### src/rtl/core/scpw_pkg.sv
// Package for the scan point covariance weight block.
// Holds the transaction, configuration and queue entry types and shared constants.
// Depends on nothing.
`default_nettype none

package scpw_pkg;

  typedef struct packed {
    logic              on_line;
    logic signed [15:0] start_x;
    logic signed [15:0] start_y;
    logic signed [15:0] end_x;
    logic signed [15:0] end_y;
  } in_t;

  typedef struct packed {
    logic [16:0] weight;
    logic        used_default;
  } out_t;

  typedef struct packed {
    logic [31:0] var_x;
    logic [31:0] var_y;
    logic [31:0] cov_xy;
  } cfg_t;

  typedef struct packed {
    logic               dflt;
    logic signed [16:0] dx;
    logic signed [16:0] dy;
  } cls_t;

  typedef enum logic [1:0] {
    CFG_VAR_X  = 2'd0,
    CFG_VAR_Y  = 2'd1,
    CFG_COV_XY = 2'd2
  } cfg_idx_e;

  localparam logic [31:0] VAR_RESET = 32'd65536;
  localparam logic [31:0] COV_RESET = 32'd0;
  localparam logic [16:0] W_ONE     = 17'd65536;
  localparam logic [16:0] W_DEFAULT = 17'd32768;
  localparam logic [8:0]  MIN_LEN2  = 9'd100;
  localparam int unsigned Q30       = 30;

endpackage

`default_nettype wire

### src/rtl/core/scpw_front.sv
// Front end: accepts transactions and classifies them as default or computed.
// Forms the line deltas. Depends on scpw_pkg.
`default_nettype none

module scpw_front (
  input  wire logic           clk_i,
  input  wire logic           rst_ni,
  input  wire logic           start_i,
  output logic                busy_o,
  input  wire scpw_pkg::in_t  item_i,
  input  wire scpw_pkg::cfg_t cfg_i,
  input  wire logic           full_i,
  output logic                push_o,
  output scpw_pkg::cls_t      cls_o
);
  import scpw_pkg::*;

  logic               vld_q, vld_d;
  cls_t               cls_q, cls_d;
  logic               accept;
  logic signed [16:0] dx, dy;
  logic [16:0]        ax, ay;
  logic [8:0]         sq_sum;
  logic               short_line, zero_trace;

  assign push_o = vld_q & ~full_i;
  assign busy_o = vld_q & full_i;
  assign accept = start_i & ~busy_o;
  assign cls_o  = cls_q;

  always_comb begin
    dx = 17'(item_i.end_x) - 17'(item_i.start_x);
    dy = 17'(item_i.end_y) - 17'(item_i.start_y);
    ax = dx[16] ? 17'(-dx) : 17'(dx);
    ay = dy[16] ? 17'(-dy) : 17'(dy);
    sq_sum = 9'(ax[3:0]) * 9'(ax[3:0]) + 9'(ay[3:0]) * 9'(ay[3:0]);
    short_line = (ax <= 17'd10) && (ay <= 17'd10) && (sq_sum <= MIN_LEN2);
    zero_trace = (cfg_i.var_x == 32'd0) && (cfg_i.var_y == 32'd0);
    cls_d.dflt = ~item_i.on_line | short_line | zero_trace;
    cls_d.dx   = dx;
    cls_d.dy   = dy;
  end

  assign vld_d = accept | (vld_q & ~push_o);

  always_ff @(posedge clk_i or negedge rst_ni) begin
    if (!rst_ni) begin
      vld_q <= 1'b0;
    end else begin
      vld_q <= vld_d;
    end
  end

  always_ff @(posedge clk_i) begin
    if (accept) begin
      cls_q <= cls_d;
    end
  end

endmodule

`default_nettype wire

### config.mk
export PLATFORM = sky130hd
export DESIGN_NAME = scpw_front
export DESIGN_NICKNAME = d
export VERILOG_FILES = /design/src/rtl/core/scpw_pkg.sv /design/src/rtl/core/scpw_front.sv
export SDC_FILE = /design/constraint.sdc
export NUM_CORES = 1
export LEC_CHECK = 0
export ABC_AREA = 1
export BUFFER_PORTS_ARGS = -buffer_cell sky130_fd_sc_hd__buf_4
export CAP_MARGIN = 20
export CORE_ASPECT_RATIO = 1.5
export CORE_UTILIZATION = 50
export DETAILED_ROUTE_END_ITERATION = 7
export PLACE_DENSITY = 0.81
export SYNTH_ARGS = -nofsm -noshare
export SYNTH_HDL_FRONTEND = slang
export SYNTH_SLANG_ARGS = --single-unit
### constraint.sdc
create_clock -name clk_i -period 6.75 [get_ports clk_i]
set_input_delay 1.35 -clock clk_i [delete_from_list [all_inputs] [get_ports clk_i]]
set_output_delay 1.35 -clock clk_i [all_outputs]
set_load 0.005 [all_outputs]
Word-level counts from Yosys, hierarchy flattened:

Cells that the tools add are included.

* register bits after elaboration: 36
* output and inout bits: 37
* word-level logic and storage cells: 32
* input bits: 165

* bitwise logic cells: 11
* muxes and demuxes: 2
* add/subtract/negate cells: 5
* magnitude comparators: 3
* multipliers: 2
* reductions and logical operators: 5

Operator list (count)
* 32-bit logical NOT: 2
* 17-bit by 4-bit <= comparator with 1-bit output (second input constant): 2
* 17-bit 2-to-1 mux: 2
* 17-bit negation: 2
* 16-bit by 16-bit subtractor with 17-bit output: 2
* 4-bit by 4-bit multiplier with 8-bit output: 2
* 8-bit by 8-bit adder with 9-bit output: 1
* 9-bit by 7-bit <= comparator with 1-bit output (second input constant): 1
* 1-bit AND: 4
* 1-bit inverter: 4
* 1-bit logical AND: 3
* 1-bit OR: 3

Longest topological paths before layout:

* depth after elaboration: 9
* gate-level depth with buffers: 37
* depth with buffers taken out: 37

Worst setup path before layout:

No wires, ideal clock.

* path type: input to register
* start point: in item_i[16] in the netlist's numbering
* end point: reg cls_q, in the netlist cls_o[34], data pin
* required time: 6.620 ns
* path buffers: 0
* stages on the path: 34
* setup time: 0.130 ns
* path slack: 0.053 ns
* data arrival time: 6.567 ns
* path through: inv_1 -> ha_1 -> inv_1 -> fa_1 -> nand2_1 -> nand2_1 -> nand3_2 -> nand2_1 -> nand2_1 -> nand2_1 -> nand2_2 -> nand2_4 -> nand2_1 -> nand2_1 -> inv_1 -> nand3_1 -> fa_1 -> fa_1 -> fa_1 -> inv_1 -> fa_1 -> ha_1 -> fa_1 -> a21oi_1 -> o21bai_1 -> xnor2_1 -> nand4_1 -> nor2_1 -> nand3_1 -> nor2_1 -> nand2_1 -> nor2_1 -> nand3_1 -> nand2_1

RTL lines
* from (decl): line scpw_front.sv:10 `input wire scpw_pkg::in_t item_i,`
* to (signal assigned): line scpw_front.sv:56 `cls_q <= cls_d;`
* to (decl): line scpw_front.sv:19 `cls_t cls_q, cls_d;`

==> results.toml <==
[status]
outcome = "complete, no violations"

[critical_path]
crit_path_max_incr_delay_ps = 550
critPathLaunchType = "input port"
critPathArrivalTime_ps = 6790
critical_path_peak_fanout = 5
startpoint = "item_i[16]"
slowest_stage = "fa_1"
timing.rr.start = "vld_q$_DFF_PN0_"
worstPathRequired_ps = 6900
worstSetupEndpointType = "flop"
critical_path_class = "input port to flop"

[cells_and_area]
final_util_pct = 75.4
drive_gt1_share_pct = 29.6
nets = 1408
antenna_cells = 0
area_growth_syn_to_layout_pct = 45.9

[detailed_routing]
drc = 0
drt-total-wl_um = 16500
drtIter0Drc = 308
vias = 6718
ant_nets = 0
wl_per_cell_um = 12.4
vias_per_cell = 5.07
drtPass1Iterations = 5

[logic_synthesis]
synth_area_leaders = "nand2_1, edfxtp_1, inv_1"
syn-mean-instance-area_sq_um = 6.08
syn_nets = 1133
ys_types = 38
synthFlopType = "edfxtp_1"
yosys.area.top_type = "nand2_1"
synth_common_cells = "nand2_1, inv_1, nand3_1"
synth_edf_count = 35
postSynth.asyncResetShare_pct = 2.78
ys_ff_latch = 36
synth_area_sq_um = 5500
ys_seq_area_share_pct = 19.5
synth.most_common_cell = "nand2_1"
yosysWarnings = 0
synthCells = 905
synth_top_area_share_pct = 22.4

[clock_tree]
cts_hold_buf = 0
cts_made_buffers = 5
clk_pin_slew_worst_paths_ps = 50
root_buffer = "clkbuf_16"
cts_max_level = 2
clock-sinks = 36
clock_path_buffers = 2
clk_latency_ps = 290
cts_tree = "built"

[timing]
period_share_pct = 98.4
clock.fmax_mhz = 151
finalClockSkew_ps = 9.11
worst_pin_slew_ps = 1040
fin_crit_ps = 6640
slew_violations = 0
setup_violations = 0
worst_slack_ps = 106
rsz0062_at_grt = "yes"
hold_viol_final = 0
maxSlewHeadroom_pct = 30.5

[global_route]
gr-total-overflow = 0
grt_pass1_wl_um = 26100
grt_pass1_vias = 6327
global_route.usage.total_pct = 28.9
grt_max_degree = 36
antenna_found_initial = 0

[place]
port_buffers = 169
preCtsSetupSlack_ps = -476
dp_hpwl_um = 14000
gp_congestion = 0.907

[pwr]
power.density_nw_per_um2 = 238
p_leak_nw = 4.59
ir_worst_vdd_mv = 0.215

[die]
fp.dieW_um = 87.7
die_h_um = 131
rows = 46
die_area_sq_um = 11400
initial_core_util_pct = 51.7
core_area_sq_um = 10600
io_pins = 202

[hold_path]
min_path_type = "flop to flop"
hold_start = "vld_q$_DFF_PN0_"

[job]
drv_cap = 0
registers in the layout, summed over array words and instances, names as in the netlist:
register	flops
cls_o	35
vld_q	1
critical path, delay by kind of cell:
| family | cells | cell delay [ps] |
|---|---|---|
| buffers and inverters | 5 | 300 |
| AND/OR/NAND/NOR | 19 | 1690 |
| AO/OA/AOI/OAI | 2 | 250 |
| adder cells (fa/ha/maj) | 8 | 3040 |
| XOR/XNOR | 1 | 160 |
metal layers:
metal / global-route usage (%) / part of all wire [%]
met3: 2.20 / 4.0
met4: 14.5 / 4.6
met1: 29.0 / 35
met5: 0 / 0
met2: 58.1 / 56
repair_timing:
action	CTS	global route
pin swaps	5	32
endpoints found under the setup margin	1	1
resized for setup	8	43
endpoints found under the hold margin	0	0
setup buffers	0	5
kinds of logic after synthesis:
group,after synthesis,synth area share [%]
XOR/XNOR,10,1.59
AO/OA/AOI/OAI,44,4.59
flip-flops,36,19.5
adder cells (fa/ha/maj),63,16.1
buffers and inverters,182,13.0
AND/OR/NAND/NOR,570,45.2
final timing paths:
path	endpoint	slack [ps]	cells after the start
min	vld_q$_DFF_PN0_	500	2
max reg2reg	cls_o[5]$_DFFE_PP_	5040	3
min in group asynchronous	vld_q$_DFF_PN0_	840	1
max in group asynchronous	vld_q$_DFF_PN0_	5830	1
max	cls_o[34]$_DFFE_PP_	110	35
min reg2reg	vld_q$_DFF_PN0_	500	2
through the flow:
step / hold slack, ps / TNS (ps) / area [sq um] / cells / power, mW
final: 495 / 0 / 8030 / 1325 / 1.91
after global routing: 515 / -228 / 8030 / 1325 / 2.11
after global placement: 471 / -335 / 7650 / 1312 / 1.56
after detailed placement: 491 / -476 / 7650 / 1312 / 1.60
after floorplan: 456 / 0 / 5500 / 905 / 1.15
after CTS: 503 / 0 / 7830 / 1320 / 1.88
report_power, final:
| part | leakage (nW) | internal, mW | switching [mW] | total (mW) |
|---|---|---|---|---|
| combinational | 4.17 | 0.630 | 0.760 | 1.39 |
| clock | 0.0772 | 0.147 | 0.0928 | 0.240 |
| sequential | 0.345 | 0.277 | 0.00683 | 0.284 |
| total | 4.59 | 1.05 | 0.859 | 1.91 |
cells in the final DEF, fill, tap and decap left out, drive strengths merged:
cell,count
clkinv,1
and2,3
nand4,19
nor2,76
nand3b,7
buf,273
a31o,1
a31oi,1
or2,2
nor3,5
o41a,1
o21bai,2
nand2,342
o21ai,9
o211ai,1
xor2,9
inv,178
ha,50
edfxtp,35
dfrtp,1
a21oi,28
o31ai,1
fa,13
xnor2,1
clkbuf,6
nor4,16
nand3,100
cell type report:
cell class / count / area (sq um)
Multi-Input combinational cell: 687 / 3890
Tap cell: 144 / 180
Timing Repair Buffer: 273 / 2060
Clock inverter: 2 / 13.8
Inverter: 177 / 669
Fill cell: 899 / 2620
Clock buffer: 6 / 139
Sequential cell: 36 / 1080
Power figures use the tool's default switching activity.
