## src/rtl/core/scpw_pkg.sv

```systemverilog
// Package for the scan point covariance weight block.
// Holds the transaction, configuration and queue entry types and shared constants.
// Depends on nothing.
`default_nettype none

package scpw_pkg;

  typedef struct packed {
    logic              on_line;
    logic signed [15:0] start_x;
    logic signed [15:0] start_y;
    logic signed [15:0] end_x;
    logic signed [15:0] end_y;
  } in_t;

  typedef struct packed {
    logic [16:0] weight;
    logic        used_default;
  } out_t;

  typedef struct packed {
    logic [31:0] var_x;
    logic [31:0] var_y;
    logic [31:0] cov_xy;
  } cfg_t;

  typedef struct packed {
    logic               dflt;
    logic signed [16:0] dx;
    logic signed [16:0] dy;
  } cls_t;

  typedef enum logic [1:0] {
    CFG_VAR_X  = 2'd0,
    CFG_VAR_Y  = 2'd1,
    CFG_COV_XY = 2'd2
  } cfg_idx_e;

  localparam logic [31:0] VAR_RESET = 32'd65536;
  localparam logic [31:0] COV_RESET = 32'd0;
  localparam logic [16:0] W_ONE     = 17'd65536;
  localparam logic [16:0] W_DEFAULT = 17'd32768;
  localparam logic [8:0]  MIN_LEN2  = 9'd100;
  localparam int unsigned Q30       = 30;

endpackage

`default_nettype wire

```

## src/rtl/core/scpw_fifo.sv

```systemverilog
// Two-entry queue between the front end and the arithmetic back end.
// Depends on scpw_pkg.
`default_nettype none

module scpw_fifo (
  input  wire logic           clk_i,
  input  wire logic           rst_ni,
  input  wire logic           push_i,
  input  wire scpw_pkg::cls_t data_i,
  output logic                full_o,
  output logic                valid_o,
  output scpw_pkg::cls_t      data_o
);
  import scpw_pkg::*;

  cls_t       mem_q [2];
  logic       wr_ptr_q, wr_ptr_d;
  logic       rd_ptr_q, rd_ptr_d;
  logic [1:0] cnt_q, cnt_d;
  logic       pop;

  assign full_o  = (cnt_q == 2'd2);
  assign valid_o = (cnt_q != 2'd0);
  assign pop     = valid_o;
  assign data_o  = mem_q[rd_ptr_q];

  always_comb begin
    wr_ptr_d = push_i ? ~wr_ptr_q : wr_ptr_q;
    rd_ptr_d = pop ? ~rd_ptr_q : rd_ptr_q;
    cnt_d    = cnt_q + 2'(push_i) - 2'(pop);
  end

  always_ff @(posedge clk_i or negedge rst_ni) begin
    if (!rst_ni) begin
      wr_ptr_q <= 1'b0;
      rd_ptr_q <= 1'b0;
      cnt_q    <= 2'd0;
    end else begin
      wr_ptr_q <= wr_ptr_d;
      rd_ptr_q <= rd_ptr_d;
      cnt_q    <= cnt_d;
    end
  end

  always_ff @(posedge clk_i) begin
    if (push_i) begin
      mem_q[wr_ptr_q] <= data_i;
    end
  end

  assert property (@(posedge clk_i) disable iff (!rst_ni) full_o |-> !push_i)
    else $error("Queue written while full.");

endmodule

`default_nettype wire

```

## config.mk

```make
export PLATFORM = sky130hd
export DESIGN_NAME = scpw_fifo
export DESIGN_NICKNAME = d
export VERILOG_FILES = /design/src/rtl/core/scpw_pkg.sv /design/src/rtl/core/scpw_fifo.sv
export SDC_FILE = /design/constraint.sdc
export NUM_CORES = 1
export LEC_CHECK = 0
export BUFFER_PORTS_ARGS = -buffer_cell sky130_fd_sc_hd__buf_2
export CAP_MARGIN = 20
export CORE_ASPECT_RATIO = 1.25
export CORE_UTILIZATION = 45
export CTS_BUF_LIST = sky130_fd_sc_hd__clkbuf_8
export DETAILED_ROUTE_END_ITERATION = 7
export GPL_TIMING_DRIVEN = 0
export PLACE_DENSITY = 0.81
export SLEW_MARGIN = 20
export SYNTH_ARGS = -nofsm -noshare
export SYNTH_HDL_FRONTEND = slang
export SYNTH_SLANG_ARGS = --single-unit
```

## constraint.sdc

```tcl
create_clock -name clk_i -period 3.27 [get_ports clk_i]
set_input_delay 0.4905 -clock clk_i [delete_from_list [all_inputs] [get_ports clk_i]]
set_output_delay 0.4905 -clock clk_i [all_outputs]
set_load 0.1 [all_outputs]
```

Word-level counts from Yosys, hierarchy flattened
Memories as Yosys holds them, arrays and structs flattened.
Cells that the tools add are included.

operators by class
  add/subtract/negate cells = 2
  equal/unequal tests = 1
  muxes and demuxes = 2
  bitwise gates (word level) = 2
  reductions and logical operators = 1

operators with widths
  cell                                         count
  2-bit by 1-bit adder with 2-bit output       1
  2-bit equality test, second input constant   1
  1-bit 2-to-1 mux                             2
  1-bit NOT                                    2
  2-bit nonzero test                           1
  2-bit by 1-bit subtractor with 2-bit output  1

word-level totals
  bits in registers = 4
  bits in writable memories = 70
  input bits = 38
  output and inout port bits = 37
  logic and storage cells = 12
  memories kept = 1

memories
  memory  words  bits a word  rd ports  clocked after Yosys merged registers in  write ports  RTL line         RTL
  mem_q   2      35           1         0                                        1            scpw_fifo.sv:16  cls_t mem_q [2];

Depth between registers and ports, before layout
Gate-level depths: netlist of the first run.

  word-level depth = 2
  gate-level depth with buffers = 3
  mapped depth without buffers = 3

Worst setup path before layout of the first run
No wires, ideal clock.

  kind = in2reg
  start = input port push_i
  end = memory mem_q[0][0] (netlist name) (enable)
  library setup time = 431 ps
  data arrival time = 2066 ps
  data required time = 2839 ps
  setup slack = 772 ps
  stages on the path = 1
  path buffers = 0
  path through = nor2b_1

on the way
  cells in the longest elaborated chain, start to end = 2

RTL lines
  element                                 RTL line         RTL
  start: declaration                      scpw_fifo.sv:8   input wire logic push_i,
  1-bit 2-to-1 mux                        scpw_fifo.sv:46  if (push_i) begin
  1-bit 2-to-1 mux (not written as such)  scpw_fifo.sv:47  mem_q[wr_ptr_q] <= data_i;
  end: declaration                        scpw_fifo.sv:16

No other way between the ends.

==> impl_metrics.json, run 1 <==
{
  "outcome": "completed",
  "dieArea_um2": 6660,
  "nNetsFinal": 250,
  "syn_area_um2": 2850,
  "num_rows": 32,
  "post_cts_resized": 0,
  "drt.antenna.violating_nets": 0,
  "critPathLaunchType": "flip-flop",
  "worst-r2r-cell-count": 2,
  "cts_root_buf": "clkbuf_8",
  "synth_seq_cells": 74,
  "insertion_delay_ns": 0.33,
  "synth_warnings": 0,
  "crit_type": "reg -> out",
  "critPathArrivalTime_ns": 1.62,
  "cts.path.max_buffers": 2,
  "fillers": 482,
  "finalCritPeriodShare_pct": 64.5,
  "grt_pass1_vias": 1432,
  "drtIter0Drc": 91,
  "overflow": 0,
  "gp_congestion": 0.702,
  "clkTransAtPathRegs_ns": 0.07,
  "ys_seq_area_share_pct": 77.3,
  "detailed_place_hpwl_mm": 2.91,
  "critPathRequiredTime_ns": 2.78,
  "ys_types": 13,
  "end_kind": "output pin",
  "syn_avg_cell_area_um2": 23.2,
  "cts_tree": "done",
  "port_buffers": 74,
  "fmax_ghz": 0.474,
  "synth_top_area_share_pct": 73.7,
  "track_usage_pct": 13.8,
  "core_area_um2": 6130,
  "dieWidth_um": 73.2,
  "cts_buffers": 9,
  "clock_skew_ns": 0.00639,
  "io_pins": 75,
  "drc_errors": 0,
  "antenna_found_initial": 0,
  "die_h_um": 91.0,
  "cts_setup_buffers": 0,
  "grt_max_degree": 28,
  "drv_cap": 0,
  "n_antenna_cell": 0,
  "min_period_ns": 2.11,
  "hold_path_depth": 1,
  "synth_area_leaders": "edfxtp_1 74%, mux2_4 15%, dfrtp_1 3.5%",
  "maxSlewViolCount": 0,
  "setup_ws_ns": 1.16,
  "path_max_fanout": 10,
  "clock_sinks": 74,
  "area_growth_pct": 25.2,
  "pre_cts_ws_ns": 1.50,
  "wirelength_mm": 4.23,
  "grt_setup_unrepaired": "no",
  "final-setup-viol-count": 0,
  "drt_pass1_iterations": 3,
  "wl_per_cell_um": 14.1,
  "h-tree-depth": 3,
  "hold_viol_final": 0,
  "syn_inst": 123,
  "avgViaCountPerCell": 4.60,
  "synth_nets": 162,
  "start_util_pct": 46.5,
  "grt_pass1_wl_mm": 6.53,
  "max_slew.worst_pin.slew_ns": 0.641,
  "drive_gt1_share_pct": 60.5,
  "relSlewSlack_pct": 57.2,
  "vias": 1380,
  "synth_area_leader_cell": "edfxtp_1",
  "hold_path_class": "in -> reg"
}
## Yosys cell counts
cell	n
edfxtp_1	70
mux2_4	29
mux2_2	6
dfrtp_1	4
buf_12	3
nor2b_1	3
xor2_1	2
and2_1	1
buf_6	1
ha_1	1
nand2_1	1
or2_2	1
xnor2_1	1
## worst max-delay path, cell delays in order, from the launching register on
cell	delay, ns
dfrtp_1	0.37
buf_6	0.15
buf_12	0.15
mux2_4	0.19
buf_2	0.42
## layout by cell type (no fill, tap or decap), types with 2 or more instances in the layout
cell type and n:
clkinv_2 2, dfrtp_1 4, nor2b_1 2, inv_1 2
mux2_2 6, mux2_4 29, buf_12 4, clkbuf_8 9
buf_2 74, xor2_1 2, edfxtp_1 70
## flip-flops by register name, summed over array words and instances, names as in the netlist
register  cells
cnt_q         2
rd_ptr_q      1
mem_q        70
wr_ptr_q      1
## cell type report
class	instances	area [µm²]	area share, %
Sequential cell	74	2200	61.7
Multi-Input combinational cell	45	586	16.4
Timing Repair Buffer	77	428	12.0
Clock buffer	9	124	3.47
Tap cell	85	106	2.98
Buffer	4	71.3	2.00
Clock inverter	6	51.3	1.44
## final timing paths
path	endpoint	startpoint	slack, ns
worst min-delay path	mem_q[1][6]$_DFFE_PP_	data_i[6]	0.35
min in group asynchronous	rd_ptr_q$_DFFE_PN0P_	rst_ni	0.50
worst max register to register	mem_q[0][2]$_DFFE_PP_	wr_ptr_q$_DFFE_PN0P_	1.77
worst max-delay path	data_o[9]	rd_ptr_q$_DFFE_PN0P_	1.16
worst min register to register	wr_ptr_q$_DFFE_PN0P_	wr_ptr_q$_DFFE_PN0P_	0.55
max in group asynchronous	wr_ptr_q$_DFFE_PN0P_	rst_ni	2.65
## stage by stage
stage / utilization [%] / std cells / hold WS, ns / TNS [ns] / area, µm²
final: 58.3 / 300 / 0.346 / 0 / 3570
after detailed placement: 55.2 / 284 / 0.302 / 0 / 3380
after global routing: 58.3 / 300 / 0.320 / 0 / 3570
after floorplan: - / 123 / 0.195 / 0 / 2850
after CTS: 58.3 / 300 / 0.324 / 0 / 3570
after global placement: 54.3 / 282 / 0.298 / -7.28 / 3330
## timing repair
item,4_1_cts,5_1_grt
hold endpoints to repair,4,0
setup endpoints to repair,0,0
hold buffers,1,0
## routing by layer
metal / share of wire (%) / global-route usage (%) / wire length (µm) / vias up
met5: 0 / 0 / 0 / -
met4: 1.2 / 8.33 / 51 / 0
met3: 5.3 / 4.33 / 223 / 9
met2: 53 / 23.2 / 2230 / 48
met1: 41 / 14.9 / 1730 / 667
li1: - / - / - / 656
## cell families after synthesis
kind of cell | synth area share, %
xor+xnor | 0.922
fa+ha+maj | 0.439
buf+inv | 2.50
flops | 77.3
mux | 17.6
simple gates | 1.23
Power of run 1 is not shown: default switching activity piles up to over one toggle a cycle in this logic, so the estimate is an artifact.
==> run 2, diff against run 1 <==
==> constraint.sdc (replaced) <==
create_clock -name clk_i -period 2 [get_ports clk_i]
set_input_delay 0.3 -clock clk_i [delete_from_list [all_inputs] [get_ports clk_i]]
set_output_delay 0.3 -clock clk_i [all_outputs]
set_load 0.1 [all_outputs]
==> run 2 against run 1 <==
Effect of this change: utilization barely moved; hold slack lost 0.19 ns; die area stayed put; clock skew hardly changed; count of clock-buffer cells in the layout unchanged; routed wire length is 1.3% higher; non-clock buffer count did not move; sequential cell count unchanged.
==> impl_metrics.json, run 2 (same netlist as run 1, synthesis figures left out) <==
{
  "outcome": "completed",
  "critPathLaunchType": "flip-flop",
  "top_register": "mem_q",
  "clock_skew_ns": 0.00620,
  "nNetsFinal": 250,
  "top_regs": "mem_q: 70 flops, cnt_q: 2 flops",
  "max_slew.worst_pin.slew_ns": 0.503,
  "drt.antenna.violating_nets": 0,
  "fin_cells": 300,
  "drv_cap": 0,
  "finalCritPeriodShare_pct": 96.0,
  "path_max_fanout": 10,
  "dieArea_um2": 6660,
  "gp_congestion": 0.662,
  "cts_tree": "done",
  "final-setup-viol-count": 0,
  "h-tree-depth": 3,
  "area_growth_pct": 25.3,
  "fmax_ghz": 0.521,
  "r2r-start": "wr_ptr_q$_DFFE_PN0P_",
  "clkTransAtPathRegs_ns": 0.07,
  "drt_pass1_iterations": 4,
  "io_pins": 75,
  "post_cts_resized": 0,
  "largest_register_ffs": 70,
  "clock_sinks": 74,
  "drive_gt1_share_pct": 61.4,
  "mostFrequentLayoutCells": "74 x buf_2, 70 x edfxtp_1, 29 x mux2_4, 9 x clkbuf_8, 6 x mux2_2",
  "cts_root_buf": "clkbuf_8",
  "critPathRequiredTime_ns": 1.70,
  "maxSlewViolCount": 0,
  "cts_hold_buf": 1,
  "grt_pass1_wl_mm": 6.72,
  "hold_path_class": "in -> reg",
  "num_rows": 32,
  "cp-startpoint": "rd_ptr_q$_DFFE_PN0P_",
  "min_period_ns": 1.92,
  "wl_per_cell_um": 14.3,
  "worst-r2r-cell-count": 2,
  "cts_setup_buffers": 0,
  "vias": 1351,
  "grt_setup_unrepaired": "no",
  "antenna_found_initial": 1,
  "dieWidth_um": 73.2,
  "grt_pass1_vias": 1436,
  "detailed_place_hpwl_mm": 2.91,
  "core_area_um2": 6130,
  "drc_errors": 0,
  "hold_viol_final": 0,
  "avgViaCountPerCell": 4.50,
  "drtIter0Drc": 93,
  "port_buffers": 74,
  "end_kind": "output pin",
  "start_util_pct": 46.5,
  "layout_commonest_cell": "buf_2",
  "n_antenna_cell": 0,
  "dp_cells": 284,
  "die_h_um": 91.0,
  "overflow": 0,
  "rr_endpoint": "mem_q[1][15]$_DFFE_PP_",
  "cts_buffers": 9,
  "insertion_delay_ns": 0.32,
  "r2r_slack_ns": 0.65,
  "cts.path.max_buffers": 2,
  "relSlewSlack_pct": 66.7,
  "crit_type": "reg -> out",
  "wirelength_mm": 4.29,
  "track_usage_pct": 14.3,
  "critPathArrivalTime_ns": 1.62,
  "grt_max_degree": 25,
  "crit_end": "data_o[22]"
}
run 2: cell type report:
type                       count  area (µm²)
clock inverter                 6        58.8
sequential                    74        2200
buffer                         4        71.3
timing repair buffer          77         420
multi-input combinational     45         588
fill                         475        2550
clock buffer                   9         124
tap                           85         106
run 2: through the flow:
| step | TNS, ns | utilization [%] | setup WS (ns) | hold WS, ns | instance area [µm²] |
|---|---|---|---|---|---|
| finish | 0 | 58.3 | 0.0808 | 0.151 | 3570 |
| global route | 0 | 58.3 | 0.0239 | 0.128 | 3570 |
| CTS | 0 | 58.3 | 0.0542 | 0.134 | 3570 |
| detailed placement | 0 | 55.1 | 0.424 | 0.112 | 3380 |
| global placement | -14.56 | 54.4 | -0.285 | 0.106 | 3330 |
| floorplan | 0 | - | 0.259 | 0.00441 | 2860 |
run 2: worst max-delay path: stages (launching register included):
cell	delay [ns]
dfrtp_1	0.37
buf_6	0.15
buf_12	0.15
mux2_4	0.20
buf_2	0.42
run 2: per-layer routing:
metal	track usage (%)	part of all wire (%)
met5	0	0.19
met4	5.72	1.2
met3	6.88	7.0
met2	24.3	55
met1	14.7	36
run 2: how the worst min path moves through the flow:
stage	startpoint	cells after the start	end
after global placement	rst_ni	1	cnt_q[0]$_DFF_PN0_
after CTS	data_i[8]	1	mem_q[1][8]$_DFFE_PP_
after detailed placement	rst_ni	1	cnt_q[0]$_DFF_PN0_
after global routing	data_i[9]	1	mem_q[1][9]$_DFFE_PP_
final	data_i[8]	1	mem_q[1][8]$_DFFE_PP_
after floorplan	rst_ni	0	cnt_q[0]$_DFF_PN0_
Power of run 2 is left out for the same reason.
==> run 3, diff against run 2 <==
==> constraint.sdc (replaced) <==
create_clock -name clk_i -period 2 [get_ports clk_i]
set_input_delay 0.3 -clock clk_i [delete_from_list [all_inputs] [get_ports clk_i]]
set_output_delay 0.3 -clock clk_i [all_outputs]
set_load 0.005 [all_outputs]
==> run 3 against run 2 <==
Effect of this change: critical path depth unchanged; maximum frequency up 11%; sequential share of layout area down 0.58 points; utilization up 0.55 points; count of clock-buffer cells in the layout up 1; highest routed layer is now met4; sequential cell count unchanged; non-clock buffer count unchanged; cell count up 0.33%; critical endpoint is now data_o[9]; first-iteration DRC count down 57%; global-route usage up 0.24 points.
==> impl_metrics.json, run 3 (same netlist as run 1, synthesis figures left out) <==
{
  "track_usage_pct": 14.5,
  "nNetsFinal": 250,
  "hold_viol_final": 0,
  "drv_cap": 0,
  "cts_tree": "done",
  "min_period_ns": 1.73,
  "hold-path-endpoint": "mem_q[0][16]$_DFFE_PP_",
  "critPathRequiredTime_ns": 1.70,
  "cts_buffers": 9,
  "dieArea_um2": 6660,
  "hold_slack_ns": 0.149,
  "hold_path_depth": 1,
  "top_regs": "mem_q: 70 flops, cnt_q: 2 flops",
  "outcome": "completed",
  "power.density_nw_per_um2": 1320,
  "drc_errors": 0,
  "critPathArrivalTime_ns": 1.43,
  "grt_pass1_vias": 1408,
  "p_switching_mw": 1.22,
  "top_register": "mem_q",
  "wirelength_mm": 4.35,
  "wl_per_cell_um": 14.5,
  "worst-r2r-cell-count": 2,
  "dpl_cell_area_um2": 3390,
  "fillers": 460,
  "overflow": 0,
  "path_cells": "buf_6, buf_12, mux2_4, buf_2",
  "drive_gt1_share_pct": 62.0,
  "detailed_place_hpwl_mm": 2.95,
  "num_rows": 32,
  "avgViaCountPerCell": 4.54,
  "maxSlewViolCount": 0,
  "area_growth_pct": 26.5,
  "critPathLaunchType": "flip-flop",
  "crit_type": "reg -> out",
  "combinationalPowerShare_pct": 31.8,
  "swShare_pct": 25.6,
  "start_util_pct": 46.5,
  "dieWidth_um": 73.2,
  "antenna_found_initial": 0,
  "n_antenna_cell": 0,
  "clock_skew_ns": 0.00733,
  "gp_congestion": 0.682,
  "largest_register_ffs": 70,
  "grt_pass1_wl_mm": 6.73,
  "p_leak_nw": 1.46,
  "grt_max_degree": 21,
  "cts_root_buf": "clkbuf_8",
  "stdcell_area_um2": 3600,
  "cts_setup_buffers": 0,
  "fin_cells": 301,
  "drtIter0Drc": 40,
  "cts.path.max_buffers": 2,
  "clkTransAtPathRegs_ns": 0.08,
  "drt.antenna.violating_nets": 0,
  "max_slew.worst_pin.slew_ns": 0.557,
  "mostFrequentLayoutCells": "74 x buf_2, 70 x edfxtp_1, 29 x mux2_4, 10 x clkbuf_8, 6 x mux2_2",
  "path_max_fanout": 10,
  "vias": 1366,
  "clock_power_share_pct": 23.8,
  "hold_path_class": "in -> reg",
  "core_area_um2": 6130,
  "h-tree-depth": 3,
  "die_h_um": 91.0,
  "insertion_delay_ns": 0.34,
  "port_buffers": 74,
  "ir_worst_vdd_mv": 0.832,
  "finalCritPeriodShare_pct": 86.7,
  "max_stage_delay_ns": 0.37,
  "p_int_mw": 3.55,
  "layout_commonest_cell": "buf_2",
  "hp-start": "data_i[16]",
  "dp_cells": 284,
  "grt_setup_unrepaired": "no",
  "r2r-start": "wr_ptr_q$_DFFE_PN0P_",
  "final-setup-viol-count": 0,
  "power_mw": 4.77,
  "final_core_util_pct": 58.8,
  "io_pins": 75,
  "clock_sinks": 74,
  "drt_pass1_iterations": 4,
  "relSlewSlack_pct": 62.8,
  "rr_endpoint": "mem_q[0][24]$_DFFE_PP_",
  "end_kind": "output pin",
  "fmax_ghz": 0.577,
  "pwr-share-seq_pct": 44.4,
  "r2r_slack_ns": 0.56,
  "cpMaxStageDelayCell": "dfrtp_1"
}
==> run 3: metal layers <==
layer	part of all wire, %	GRT usage [%]
met2	51	22.5
met3	7.0	6.77
met5	0	0
met1	39	16.3
met4	2.6	7.84
==> run 3: worst max-delay path by stage <==
| stage | from | to | slack (ns) | cells after the start |
|---|---|---|---|---|
| floorplan | wr_ptr_q$_DFFE_PN0P_ | mem_q[0][0]$_DFFE_PP_ | 0.26 | 1 |
| global placement | push_i | mem_q[0][20]$_DFFE_PP_ | -0.27 | 2 |
| detailed placement | push_i | mem_q[0][10]$_DFFE_PP_ | 0.50 | 3 |
| CTS | rd_ptr_q$_DFFE_PN0P_ | data_o[20] | 0.24 | 4 |
| global route | rd_ptr_q$_DFFE_PN0P_ | data_o[22] | 0.21 | 4 |
| finish | rd_ptr_q$_DFFE_PN0P_ | data_o[9] | 0.27 | 4 |
==> run 3: power groups by stage <==
stage | clock network, mW | logic (mW) | registers (mW)
final | 1.14 | 1.52 | 2.12
after global routing | 1.23 | 1.64 | 2.14
after CTS | 1.17 | 1.55 | 2.12
after detailed placement | 0 | 1.55 | 2.15
after global placement | 0 | 1.45 | 2.15
after floorplan | 0 | 1.01 | 2.14
==> run 3: metrics by stage <==
step,setup WS (ns),setup TNS (ns)
detailed placement,0.497,0
global route,0.212,0
finish,0.266,0
floorplan,0.259,0
global placement,-0.274,-13.80
CTS,0.242,0
==> run 3: repair_timing <==
item | in CTS | in global routing
endpoints found under the hold margin | 4 | 0
setup endpoints to repair | 0 | 0
resized for setup | 0 | 0
hold buffers | 1 | 0
==> run 3: cell type report <==
type / instances / area, µm² / share of cell area (%)
Clock buffer: 10 / 138 / 3.82
Buffer: 4 / 71.3 / 1.98
Clock inverter: 6 / 66.3 / 1.84
Timing Repair Buffer: 77 / 435 / 12.1
Tap cell: 85 / 106 / 2.95
Multi-Input combinational cell: 45 / 586 / 16.2
Sequential cell: 74 / 2200 / 61.1
==> run 3: critical path: cells and delay by family, from the launching register on <==
family,cells,cell delay [ns]
buffers and inverters,3,0.43
flip-flops,1,0.37
multiplexers,1,0.29
Power figures use the tool's default switching activity.
